$ cat src/hdl/xild_pkg.sv
// ----------------------------------------------------------------------------
// xild_pkg: shared types and constants for the x86-64 length decoder
// Holds the request/result payload types, the decode phases and the opcode
// classification functions.
// ----------------------------------------------------------------------------
package xild_pkg;

    typedef struct packed {
        logic [7:0] code_byte;
        logic       restart;
    } req_t;

    typedef struct packed {
        logic       end_of_instruction;
        logic [3:0] instr_length;
        logic       invalid;
        logic [3:0] byte_index;
    } res_t;

    typedef enum logic [2:0] {
        PH_PREFIX = 3'd0,
        PH_ESC    = 3'd1,
        PH_ESC3   = 3'd2,
        PH_MODRM  = 3'd3,
        PH_SIB    = 3'd4,
        PH_TAIL   = 3'd5
    } phase_t;

    // immediate kinds
    localparam logic [3:0] K0     = 4'd0;
    localparam logic [3:0] K1     = 4'd1;
    localparam logic [3:0] K2     = 4'd2;
    localparam logic [3:0] K3     = 4'd3;
    localparam logic [3:0] K4     = 4'd4;
    localparam logic [3:0] KZ     = 4'd5;
    localparam logic [3:0] KFAR   = 4'd6;
    localparam logic [3:0] KMOFFS = 4'd7;
    localparam logic [3:0] KMOV   = 4'd8;

    localparam logic [1:0] ESC_NONE = 2'd0;
    localparam logic [1:0] ESC_0F   = 2'd1;
    localparam logic [1:0] ESC_0F38 = 2'd2;
    localparam logic [1:0] ESC_0F3A = 2'd3;

    localparam logic [7:0] OP_ESC   = 8'h0F;
    localparam logic [7:0] OP_0F38  = 8'h38;
    localparam logic [7:0] OP_0F3A  = 8'h3A;
    localparam logic [7:0] OP_OPSZ  = 8'h66;
    localparam logic [7:0] OP_ADSZ  = 8'h67;
    localparam logic [7:0] OP_GRP3B = 8'hF6;
    localparam logic [7:0] OP_GRP3V = 8'hF7;

    // opcode class: ok, modrm, immediate kind
    typedef struct packed {
        logic       ok;
        logic       mrm;
        logic [3:0] kind;
    } cls_t;

    function automatic cls_t mk(input logic m, input logic [3:0] k);
        cls_t c;
        c.ok = 1'b1; c.mrm = m; c.kind = k;
        return c;
    endfunction

    function automatic cls_t class_one(input logic [7:0] op);
        cls_t c;
        c = '0;
        if (op < 8'h40)
        begin
            if (op[2:0] <= 3'd3)      c = mk(1'b1, K0);
            else if (op[2:0] == 3'd4) c = mk(1'b0, K1);
            else if (op[2:0] == 3'd5) c = mk(1'b0, KZ);
            else if (op inside {8'h06, 8'h07, 8'h0E, 8'h16, 8'h17, 8'h1E, 8'h1F})
                c = mk(1'b0, K0);
        end
        else if (op < 8'h60)                          c = mk(1'b0, K0);
        else if (op inside {[8'h70:8'h7F]})           c = mk(1'b0, K1);
        else if (op inside {[8'h84:8'h8F]})           c = mk(1'b1, K0);
        else if (op inside {[8'h90:8'h99], [8'h9C:8'h9F]}) c = mk(1'b0, K0);
        else if (op inside {[8'hA0:8'hA3]})           c = mk(1'b0, KMOFFS);
        else if (op inside {[8'hA4:8'hA7], [8'hAA:8'hAF]}) c = mk(1'b0, K0);
        else if (op inside {[8'hB0:8'hB7]})           c = mk(1'b0, K1);
        else if (op inside {[8'hB8:8'hBF]})           c = mk(1'b0, KMOV);
        else if (op inside {[8'hD8:8'hDF], [8'hD0:8'hD3]}) c = mk(1'b1, K0);
        else if (op inside {[8'hE0:8'hE7]})           c = mk(1'b0, K1);
        else if (op inside {[8'hEC:8'hEF], [8'hF8:8'hFD]}) c = mk(1'b0, K0);
        else
        begin
            case (op)
                8'h68:                      c = mk(1'b0, KZ);
                8'h69:                      c = mk(1'b1, KZ);
                8'h6A:                      c = mk(1'b0, K1);
                8'h6B:                      c = mk(1'b1, K1);
                8'h80, 8'h82, 8'h83:        c = mk(1'b1, K1);
                8'h81:                      c = mk(1'b1, KZ);
                8'h9A, 8'hEA:               c = mk(1'b0, KFAR);
                8'hA8:                      c = mk(1'b0, K1);
                8'hA9:                      c = mk(1'b0, KZ);
                8'hC0, 8'hC1, 8'hC6:        c = mk(1'b1, K1);
                8'hC2, 8'hCA:               c = mk(1'b0, K2);
                8'hC3, 8'hC9, 8'hCB, 8'hCC, 8'hCE, 8'hCF,
                8'hD7, 8'hF4, 8'hF5:        c = mk(1'b0, K0);
                8'hC4, 8'hC5, 8'hF6, 8'hF7, 8'hFE, 8'hFF:
                                            c = mk(1'b1, K0);
                8'hC7:                      c = mk(1'b1, KZ);
                8'hC8:                      c = mk(1'b0, K3);
                8'hCD, 8'hD4, 8'hD5, 8'hEB: c = mk(1'b0, K1);
                8'hE8, 8'hE9:               c = mk(1'b0, K4);
                default:                    c = '0;
            endcase
        end
        return c;
    endfunction

    function automatic cls_t class_two(input logic [7:0] op);
        cls_t c;
        c = '0;
        if (op inside {[8'h80:8'h8F]})                     c = mk(1'b0, K4);
        else if (op inside {[8'h90:8'h9F], [8'h40:8'h4F]}) c = mk(1'b1, K0);
        else if (op inside {[8'hC8:8'hCF]})                c = mk(1'b0, K0);
        else if (op inside {[8'h20:8'h23]})                c = mk(1'b1, K0);
        else if (op inside {[8'h30:8'h33]})                c = mk(1'b0, K0);
        else
        begin
            case (op)
                8'hA4, 8'hAC, 8'hBA: c = mk(1'b1, K1);
                8'hA3, 8'hAB, 8'hB3, 8'hBB, 8'hA5, 8'hAD, 8'hAF, 8'hB6, 8'hB7,
                8'hBE, 8'hBF, 8'hBC, 8'hBD, 8'hB2, 8'hB4, 8'hB5, 8'h1F, 8'hC0,
                8'hC1, 8'hB0, 8'hB1, 8'hC7:
                                     c = mk(1'b1, K0);
                8'hA0, 8'hA1, 8'hA8, 8'hA9, 8'h05, 8'h07, 8'h34, 8'h35:
                                     c = mk(1'b0, K0);
                default:             c = '0;
            endcase
        end
        return c;
    endfunction

endpackage

$ cat src/hdl/xild_stream_if.sv
// ----------------------------------------------------------------------------
// xild_stream_if: valid/ready channel
// Carries one payload of type T per request.
// ----------------------------------------------------------------------------
interface xild_stream_if #(parameter type T = logic);
    logic valid;
    logic ready;
    T     data;

    modport source (output valid, output data, input ready);
    modport sink   (input valid, input data, output ready);
endinterface

$ cat src/hdl/xild_core.sv
// ----------------------------------------------------------------------------
// xild_core: per-byte length decode state and next-state logic
// Updates the instruction tracking state on each accepted byte and forms
// the result for that byte.
// ----------------------------------------------------------------------------
module xild_core #(
    parameter int MAX_LENGTH = 15
) (
    input  logic              clk,
    input  logic              rst_n,
    input  logic              step,
    input  xild_pkg::req_t    req,
    output xild_pkg::res_t    res
);

    localparam logic [3:0] LAST_IDX = 4'(MAX_LENGTH - 1);

    xild_pkg::phase_t phase_reg, phase_next;
    logic [3:0] bytes_seen_reg, bytes_seen_next;
    logic       opsz_reg, opsz_next;
    logic       adsz_reg, adsz_next;
    logic       rex_w_reg, rex_w_next;
    logic [1:0] esc_reg, esc_next;
    logic       mrm_reg, mrm_next;
    logic [3:0] imm_reg, imm_next;
    logic [3:0] tail_reg, tail_next;
    logic [1:0] grp3_reg, grp3_next;
    logic [1:0] mod_reg, mod_next;

    // current-instruction view after an optional restart
    xild_pkg::phase_t ph;
    logic [3:0] idx, imm, tail, zsz, disp;
    logic       opsz, adsz, rex_w;
    logic [1:0] esc, grp3, mdm;
    logic       ends, bad, clr;
    xild_pkg::cls_t cls;
    logic       take_op;
    logic [7:0] b;

    function automatic logic [3:0] imm_of(input logic [3:0] k, input logic [3:0] z,
                                          input logic a, input logic w);
        case (k)
            xild_pkg::K1:     return 4'd1;
            xild_pkg::K2:     return 4'd2;
            xild_pkg::K3:     return 4'd3;
            xild_pkg::K4:     return 4'd4;
            xild_pkg::KZ:     return z;
            xild_pkg::KFAR:   return z + 4'd2;
            xild_pkg::KMOFFS: return a ? 4'd4 : 4'd8;
            xild_pkg::KMOV:   return w ? 4'd8 : z;
            default:          return 4'd0;
        endcase
    endfunction

    always_comb
    begin
        clr   = req.restart;
        ph    = clr ? xild_pkg::PH_PREFIX : phase_reg;
        idx   = clr ? 4'd0 : bytes_seen_reg;
        opsz  = clr ? 1'b0 : opsz_reg;
        adsz  = clr ? 1'b0 : adsz_reg;
        rex_w = clr ? 1'b0 : rex_w_reg;
        esc   = clr ? 2'd0 : esc_reg;
        imm   = clr ? 4'd0 : imm_reg;
        tail  = clr ? 4'd0 : tail_reg;
        grp3  = clr ? 2'd0 : grp3_reg;
        mdm   = clr ? 2'd0 : mod_reg;
        b     = req.code_byte;
        zsz   = (!rex_w && opsz) ? 4'd2 : 4'd4;

        phase_next = ph;
        opsz_next  = opsz;
        adsz_next  = adsz;
        rex_w_next = rex_w;
        esc_next   = esc;
        mrm_next   = clr ? 1'b0 : mrm_reg;
        imm_next   = imm;
        tail_next  = tail;
        grp3_next  = grp3;
        mod_next   = mdm;
        ends       = 1'b0;
        bad        = 1'b0;
        take_op    = 1'b0;
        cls        = '0;
        disp       = 4'd0;

        case (ph)
            xild_pkg::PH_ESC:
            begin
                if (b == xild_pkg::OP_0F38 || b == xild_pkg::OP_0F3A)
                begin
                    esc_next   = (b == xild_pkg::OP_0F38) ? xild_pkg::ESC_0F38
                                                          : xild_pkg::ESC_0F3A;
                    phase_next = xild_pkg::PH_ESC3;
                end
                else
                begin
                    cls = xild_pkg::class_two(b);
                    if (!cls.ok) bad = 1'b1;
                    else take_op = 1'b1;
                end
            end
            xild_pkg::PH_ESC3:
            begin
                cls = xild_pkg::mk(1'b1, (esc == xild_pkg::ESC_0F3A) ? xild_pkg::K1
                                                                      : xild_pkg::K0);
                take_op = 1'b1;
            end
            xild_pkg::PH_MODRM:
            begin
                if (grp3 != 2'd0 && b[5:3] <= 3'd1)
                    imm_next = (grp3 == 2'd1) ? 4'd1 : zsz;
                mod_next = b[7:6];
                if (b[7:6] != 2'd3 && b[2:0] == 3'd4)
                    phase_next = xild_pkg::PH_SIB;
                else
                begin
                    if (b[7:6] == 2'd0 && b[2:0] == 3'd5) disp = 4'd4;
                    else if (b[7:6] == 2'd1)              disp = 4'd1;
                    else if (b[7:6] == 2'd2)              disp = 4'd4;
                    tail_next  = disp + imm_next;
                    phase_next = xild_pkg::PH_TAIL;
                    ends       = (tail_next == 4'd0);
                end
            end
            xild_pkg::PH_SIB:
            begin
                if (mdm == 2'd0 && b[2:0] == 3'd5) disp = 4'd4;
                else if (mdm == 2'd1)              disp = 4'd1;
                else if (mdm == 2'd2)              disp = 4'd4;
                tail_next  = disp + imm;
                phase_next = xild_pkg::PH_TAIL;
                ends       = (tail_next == 4'd0);
            end
            xild_pkg::PH_TAIL:
            begin
                if (tail != 4'd0) tail_next = tail - 4'd1;
                ends = (tail_next == 4'd0);
            end
            default:
            begin
                if (b inside {8'hF0, 8'hF2, 8'hF3, 8'h2E, 8'h36, 8'h3E, 8'h26,
                              8'h64, 8'h65})
                    phase_next = xild_pkg::PH_PREFIX;
                else if (b == xild_pkg::OP_OPSZ) opsz_next = 1'b1;
                else if (b == xild_pkg::OP_ADSZ) adsz_next = 1'b1;
                else if (b inside {[8'h40:8'h4F]}) rex_w_next = b[3];
                else if (b == xild_pkg::OP_ESC)
                begin
                    esc_next   = xild_pkg::ESC_0F;
                    phase_next = xild_pkg::PH_ESC;
                end
                else
                begin
                    cls = xild_pkg::class_one(b);
                    if (!cls.ok) bad = 1'b1;
                    else
                    begin
                        grp3_next = (b == xild_pkg::OP_GRP3B) ? 2'd1 :
                                    (b == xild_pkg::OP_GRP3V) ? 2'd2 : 2'd0;
                        take_op = 1'b1;
                    end
                end
            end
        endcase

        if (take_op)
        begin
            mrm_next = cls.mrm;
            imm_next = imm_of(cls.kind, zsz, adsz, rex_w);
            if (cls.mrm)
                phase_next = xild_pkg::PH_MODRM;
            else
            begin
                tail_next  = imm_next;
                phase_next = xild_pkg::PH_TAIL;
                ends       = (imm_next == 4'd0);
            end
        end

        if (!bad && !ends && idx >= LAST_IDX) bad = 1'b1;

        res.end_of_instruction = !bad && ends;
        res.instr_length       = (!bad && ends) ? idx + 4'd1 : 4'd0;
        res.invalid            = bad;
        res.byte_index         = idx;
        bytes_seen_next        = idx + 4'd1;
    end

    always_ff @(posedge clk or negedge rst_n)
    begin
        if (!rst_n)
        begin
            phase_reg      <= xild_pkg::PH_PREFIX;
            bytes_seen_reg <= '0;
            opsz_reg       <= 1'b0;
            adsz_reg       <= 1'b0;
            rex_w_reg      <= 1'b0;
            esc_reg        <= '0;
            mrm_reg        <= 1'b0;
            imm_reg        <= '0;
            tail_reg       <= '0;
            grp3_reg       <= '0;
            mod_reg        <= '0;
        end
        else if (step)
        begin
            if (bad || ends)
            begin
                phase_reg      <= xild_pkg::PH_PREFIX;
                bytes_seen_reg <= '0;
                opsz_reg       <= 1'b0;
                adsz_reg       <= 1'b0;
                rex_w_reg      <= 1'b0;
                esc_reg        <= '0;
                mrm_reg        <= 1'b0;
                imm_reg        <= '0;
                tail_reg       <= '0;
                grp3_reg       <= '0;
                mod_reg        <= '0;
            end
            else
            begin
                phase_reg      <= phase_next;
                bytes_seen_reg <= bytes_seen_next;
                opsz_reg       <= opsz_next;
                adsz_reg       <= adsz_next;
                rex_w_reg      <= rex_w_next;
                esc_reg        <= esc_next;
                mrm_reg        <= mrm_next;
                imm_reg        <= imm_next;
                tail_reg       <= tail_next;
                grp3_reg       <= grp3_next;
                mod_reg        <= mod_next;
            end
        end
    end

    a_idx_bound: assert property (@(posedge clk) disable iff (!rst_n)
        bytes_seen_reg <= LAST_IDX) else $error("byte index past limit");
    a_end_xor_bad: assert property (@(posedge clk) disable iff (!rst_n)
        !(res.end_of_instruction && res.invalid)) else $error("end and invalid");
    a_len_match: assert property (@(posedge clk) disable iff (!rst_n)
        res.end_of_instruction |-> res.instr_length == res.byte_index + 4'd1)
        else $error("length mismatch");
    a_restart_clears: assert property (@(posedge clk) disable iff (!rst_n)
        (step && (bad || ends)) |=> bytes_seen_reg == 4'd0)
        else $error("index not cleared");

endmodule

$ cat src/hdl/x86_64_instruction_length_decoder_top.sv
// The result of each accepted request byte is captured in the result register.
// Throughput: one byte per cycle; the result register and the per-byte
//   decode state advance together whenever the output slot is free or taken.
// Reset: rst_n clears the decode state to the prefix phase and empties the
//   result register.
// ----------------------------------------------------------------------------
// x86_64_instruction_length_decoder_top: streaming x86-64 length decoder
// Accepts one code byte per request and returns one result per byte that
// marks instruction ends, lengths and invalid encodings.
// ----------------------------------------------------------------------------
module x86_64_instruction_length_decoder_top #(
    parameter int MAX_LENGTH = 15
) (
    input logic          clk,
    input logic          rst_n,
    xild_stream_if.sink   in_ch,
    xild_stream_if.source out_ch
);

    xild_pkg::res_t res_comb;
    xild_pkg::res_t res_reg;
    logic           valid_reg;
    logic           step;

    // take a new byte whenever the result slot is empty or drains this cycle
    assign in_ch.ready = !valid_reg || out_ch.ready;
    assign step        = in_ch.valid && in_ch.ready;

    xild_core #(.MAX_LENGTH(MAX_LENGTH)) u_core (
        .clk   (clk),
        .rst_n (rst_n),
        .step  (step),
        .req   (in_ch.data),
        .res   (res_comb)
    );

    // hold the result until the sink takes it; advance on each accepted byte
    always_ff @(posedge clk or negedge rst_n)
    begin
        if (!rst_n)
            valid_reg <= 1'b0;
        else if (in_ch.ready)
            valid_reg <= in_ch.valid;
    end

    always_ff @(posedge clk)
    begin
        if (step)
            res_reg <= res_comb;
    end

    assign out_ch.valid = valid_reg;
    assign out_ch.data  = res_reg;

    a_hold: assert property (@(posedge clk) disable iff (!rst_n)
        (out_ch.valid && !out_ch.ready) |=> out_ch.valid && $stable(out_ch.data))
        else $error("result dropped while stalled");
    a_fill: assert property (@(posedge clk) disable iff (!rst_n)
        step |=> out_ch.valid) else $error("accepted byte lost");
    a_drain: assert property (@(posedge clk) disable iff (!rst_n)
        (out_ch.valid && out_ch.ready && !step) |=> !out_ch.valid)
        else $error("result repeated");

endmodule

$ cat src/flat_wrapper.sv
// flat-port wrapper written by rule: the top's interface ports become plain ports
module x86_64_instruction_length_decoder_top_flat 
#(
    parameter int MAX_LENGTH = 15
)
  (clk, rst_n, in_ch_valid, in_ch_data, in_ch_ready, out_ch_valid, out_ch_data, out_ch_ready);
  xild_stream_if #(.T(xild_pkg::req_t)) in_ch_i ();
  xild_stream_if #(.T(xild_pkg::res_t)) out_ch_i ();
  input logic clk;
  input logic rst_n;
  input wire logic [$bits(in_ch_i.valid)-1:0] in_ch_valid;
  input wire logic [$bits(in_ch_i.data)-1:0] in_ch_data;
  output wire logic [$bits(in_ch_i.ready)-1:0] in_ch_ready;
  output wire logic [$bits(out_ch_i.valid)-1:0] out_ch_valid;
  output wire logic [$bits(out_ch_i.data)-1:0] out_ch_data;
  input wire logic [$bits(out_ch_i.ready)-1:0] out_ch_ready;
  assign in_ch_i.valid = in_ch_valid;
  assign in_ch_i.data = in_ch_data;
  assign in_ch_ready = in_ch_i.ready;
  assign out_ch_valid = out_ch_i.valid;
  assign out_ch_data = out_ch_i.data;
  assign out_ch_i.ready = out_ch_ready;
  x86_64_instruction_length_decoder_top #(.MAX_LENGTH(MAX_LENGTH)) u_core (.clk(clk), .rst_n(rst_n), .in_ch(in_ch_i), .out_ch(out_ch_i));
endmodule
$ cat config.mk
export PLATFORM = sky130hd
export DESIGN_NAME = x86_64_instruction_length_decoder_top_flat
export DESIGN_NICKNAME = d
export VERILOG_FILES = /design/src/hdl/xild_pkg.sv /design/src/hdl/xild_stream_if.sv /design/src/hdl/xild_core.sv /design/src/hdl/x86_64_instruction_length_decoder_top.sv /design/src/flat_wrapper.sv
export SDC_FILE = /design/constraint.sdc
export NUM_CORES = 1
export LEC_CHECK = 0
export BUFFER_PORTS_ARGS = -buffer_cell sky130_fd_sc_hd__buf_2
export CELL_PAD_IN_SITES_DETAIL_PLACEMENT = 1
export CELL_PAD_IN_SITES_GLOBAL_PLACEMENT = 1
export CORE_ASPECT_RATIO = 2
export CORE_MARGIN = 2
export CORE_UTILIZATION = 34
export DETAILED_ROUTE_END_ITERATION = 10
export PLACE_DENSITY = 0.64
export SYNTH_ARGS = -nofsm -noshare
export SYNTH_HDL_FRONTEND = slang
export SYNTH_SLANG_ARGS = --single-unit
$ cat constraint.sdc
create_clock -name clk -period 7.65 [get_ports clk]
set_clock_uncertainty 0.15 [all_clocks]
set_input_delay 0.765 -clock clk [delete_from_list [all_inputs] [get_ports clk]]
set_output_delay 0.765 -clock clk [all_outputs]
set_load 0.01 [all_outputs]
==> results summary <==
The flow ran to the end, and the final reports show no timing, DRC or antenna violations. The most frequent cell after synthesis is nand2_1. Internal power comes to 519.0 uW. The vias after detailed routing is 3696. The power per unit of standard cell area came out at between 200 and 250 nW/um^2. Setup repair after global routing left no endpoint under its margin.

The remaining routing DRC violations came out at 0. The number of top-level pins came out at 25. Summed over all layers, the routed wires come to roughly 14000 um. For the worst setup path, the data arrival time is roughly 4.2 ns. The worst endpoint required time is about 7.7 ns. STA classifies the critical path endpoint as a flip-flop. The number of design-rule violations left by the first detailed-router iteration is a little over 200. The top achievable clock speed came out at 237.7 MHz. The max capacitance violation total came out at 0.

A synthesized cell averages approximately 8.1 um^2. After detailed routing, the number of vias per cell comes to roughly 6.3. Clock-pin slew was measured on the worst setup and hold paths at 0.06 ns. Global routing consumed, over all layers together, roughly a quarter of the routing resources. The combinational share of power is between 40% and 50%. The number of buffers inserted for hold repair after clock tree synthesis came out at 0. By area the synthesized netlist is led by dfrtp_1 (17%), edfxtp_1 (8.2%), a22o_1 (4.1%), nand2_1 (4.0%), a21oi_1 (3.7%). For this run, asynchronously set or reset flops after synthesis account for 71.43%. The switching share of total power came out at 40.78%. Setup violations remaining at the end of the flow were counted as 0. Post-CTS repair changed the size of 0 cells. The post-synthesis sequential element count came out at 35. The detailed placer's ending HPWL came out at approximately 11000 um. The largest total area in the synthesized netlist belongs to dfrtp_1. The time the worst path needs with I/O delays and setup is around 4.2 ns. In this run the tool buffered the top-level ports with 24 buffer cells. The initial antenna violation count came out at 0. The die outline height is between 150 and 200 um. The total CTS buffers came out at 5. The sequential share of power is a little under a third. The overall power consumption is approximately 900 uW.

The weighted congestion at the end of routability-driven global placement came out at approximately 0.89. The antenna cell count is 0. Buffers added to address setup during post-CTS repair amount to 0. The wire length per cell came out at approximately 23 um. For this run, the leading register cell type out of synthesis is dfrtp_1.

The proportion of power drawn by the clock network is 26.7%. The first detailed-routing pass ran for 4 iterations. The number of levels in the clock H-tree is 2. The number of buffers between clock root and the deepest sink came out at 2. The pin count of the biggest net entering global routing came out at 36. The number of synthesized flops with an enable pin came out at 10. The root buffer cell chosen for the clock tree is clkbuf_16.

The final count of hold timing violations came out at 0. The number of rows created at floorplan is 53. The clock latency of the later-clocked register in the worst-skew pair came out at 0.28 ns.

The relative max-transition margin came out at around 44%. The total nets after synthesis is ~480. Ranked by instance count, the synthesized netlist is headed by nand2_1 (39), a21oi_1 (27), nor2_1 (27).

The setup TNS after final layout is 0 ns. The maximum vdd drop is roughly 0.00015 V. The count of pins over their slew limit came out at 0. The share of the clock period used by the worst path came out at a little under three fifths. For this design the total switching power over the nets is around 360 uW. The floorplan step set the die width to around 78 um. The actual slew at the worst max-slew pin came out at slightly above 0.8 ns. The count of nets left with antenna violations after detail routing is 0. The total number of yosys warnings came out at 0. The layout has 1285 filler cells.

The portion of the post-synthesis area used by sequential elements is about 25%. The worst min-delay path class is in2async. The critical path is of the in2reg type. The die outline area came out at 11710 um^2.

The tree built by TritonCTS fans out to 35 sinks. The number of distinct library cells after synthesis is 83. The wire length of the first global-routing pass came out at approximately 22000 um. The area added between synthesis and finish came out at 7.967%. The number of global-route vias before repair came out at 3883.

In the final layout, the share of cells above drive strength 1 is approximately an eighth. The cell area that synthesis handed to floorplanning was around 3700 um^2. In this run the static leakage power is 0.001575 uW. The area of the core came out at between 10000 and 15000 um^2. STA classifies the critical path startpoint as an input port. The synthesized design devotes to its leading area cell type 17.02% of total area.

The total global routing overflow came out at 0. The CTS tree is built. The final layout contains 474 nets. The initial cell density of the core is 34.85%.

The synthesized instance count is approximately 460. The flip-flop count of the largest register after layout came out at 10. The largest driver fanout on the critical path came out at 35.
[cell type report]
| type | instances | area, um^2 | share of cell area (%) |
|---|---|---|---|
| clock buffers | 5 | 125.1 | 3.154 |
| clock inverters | 3 | 43.79 | 1.104 |
| inverters | 19 | 73.82 | 1.861 |
| multi-input cells | 364 | 2477 | 62.44 |
| flip-flops and latches | 35 | 925.9 | 23.34 |
| well taps | 137 | 171.4 | 4.320 |
| repair buffers | 28 | 150.1 | 3.784 |
[layer usage]
metal / track usage, % / share of wire [%]
met1: 25.45 / 36
met2: 44.78 / 53
met3: 1.549 / 1.8
met4: 19.91 / 9.2
met5: 0 / 0
[kinds of logic after synthesis]
kind of cell | after synthesis | share of synthesized area (%)
and+or+nand+nor | 192 | 30.51
AOI/OAI and AO/OA | 146 | 29.45
buffers and inverters | 57 | 7.389
DFF | 35 | 25.20
muxes | 10 | 2.826
xor gates and xnor gates | 8 | 1.907
adders and majority gates | 8 | 2.724
[placed cells by master (no fill, tap or decap), types with 16 or more instances in the layout]
cell	synthesis	routed
nand2_1	39	39
a21oi_1	27	27
nor2_1	27	27
dfrtp_1	25	25
buf_2	17	24
o21ai_0	23	23
nor2b_1	18	18
nor3_1	17	17
a22o_1	17	17
inv_1	16	16
[critical path, stage by stage]
cell and delay (ns):
buf_2 0.47, nor2_1 0.27, nand3_1 0.26, o211ai_1 0.18, or4_1 0.55, nand4bb_4 0.24, o211ai_1 0.68, nor3_1 0.11
o21a_2 0.32, a32o_1 0.33
[path summary, 6_finish.rpt]
check	from	to	slack, ns	cells after the start
worst min-delay path	rst_n	u_core.u_core.imm_reg[2]	0.33	1
worst max-delay path	in_ch_data[6]	u_core.u_core.mod_reg[0]	3.44	10
worst min register to register	u_core.u_core.esc_reg[1]	u_core.u_core.esc_reg[1]	0.37	1
worst max register to register	u_core.u_core.phase_reg[0]	u_core.u_core.mod_reg[0]	3.96	9
max in group asynchronous	rst_n	u_core.u_core.grp3_reg[1]	6.62	1
min in group clk	u_core.u_core.esc_reg[1]	u_core.u_core.esc_reg[1]	0.37	1
[power by group through the flow]
stage,Combinational (uW),Sequential (uW),Clock (uW)
floorplan,293,244,0
global placement,361,272,0
detailed placement,368,274,0
finish,372,270,234
global route,406,276,247
CTS,371,271,237
[per-stage QoR]
step	utilization (%)	cell area (um^2)	setup WS, ns	hold slack [ns]	instances
floorplan	-	3675	4.080	0.3151	456
global placement	36.03	3799	3.342	0.3315	583
detailed placement	36.03	3799	3.213	0.3369	583
CTS	37.63	3968	3.487	0.3593	591
global route	37.63	3968	3.113	0.3810	591
finish	37.63	3968	3.442	0.3341	591
(Power assumes the default switching activity.)
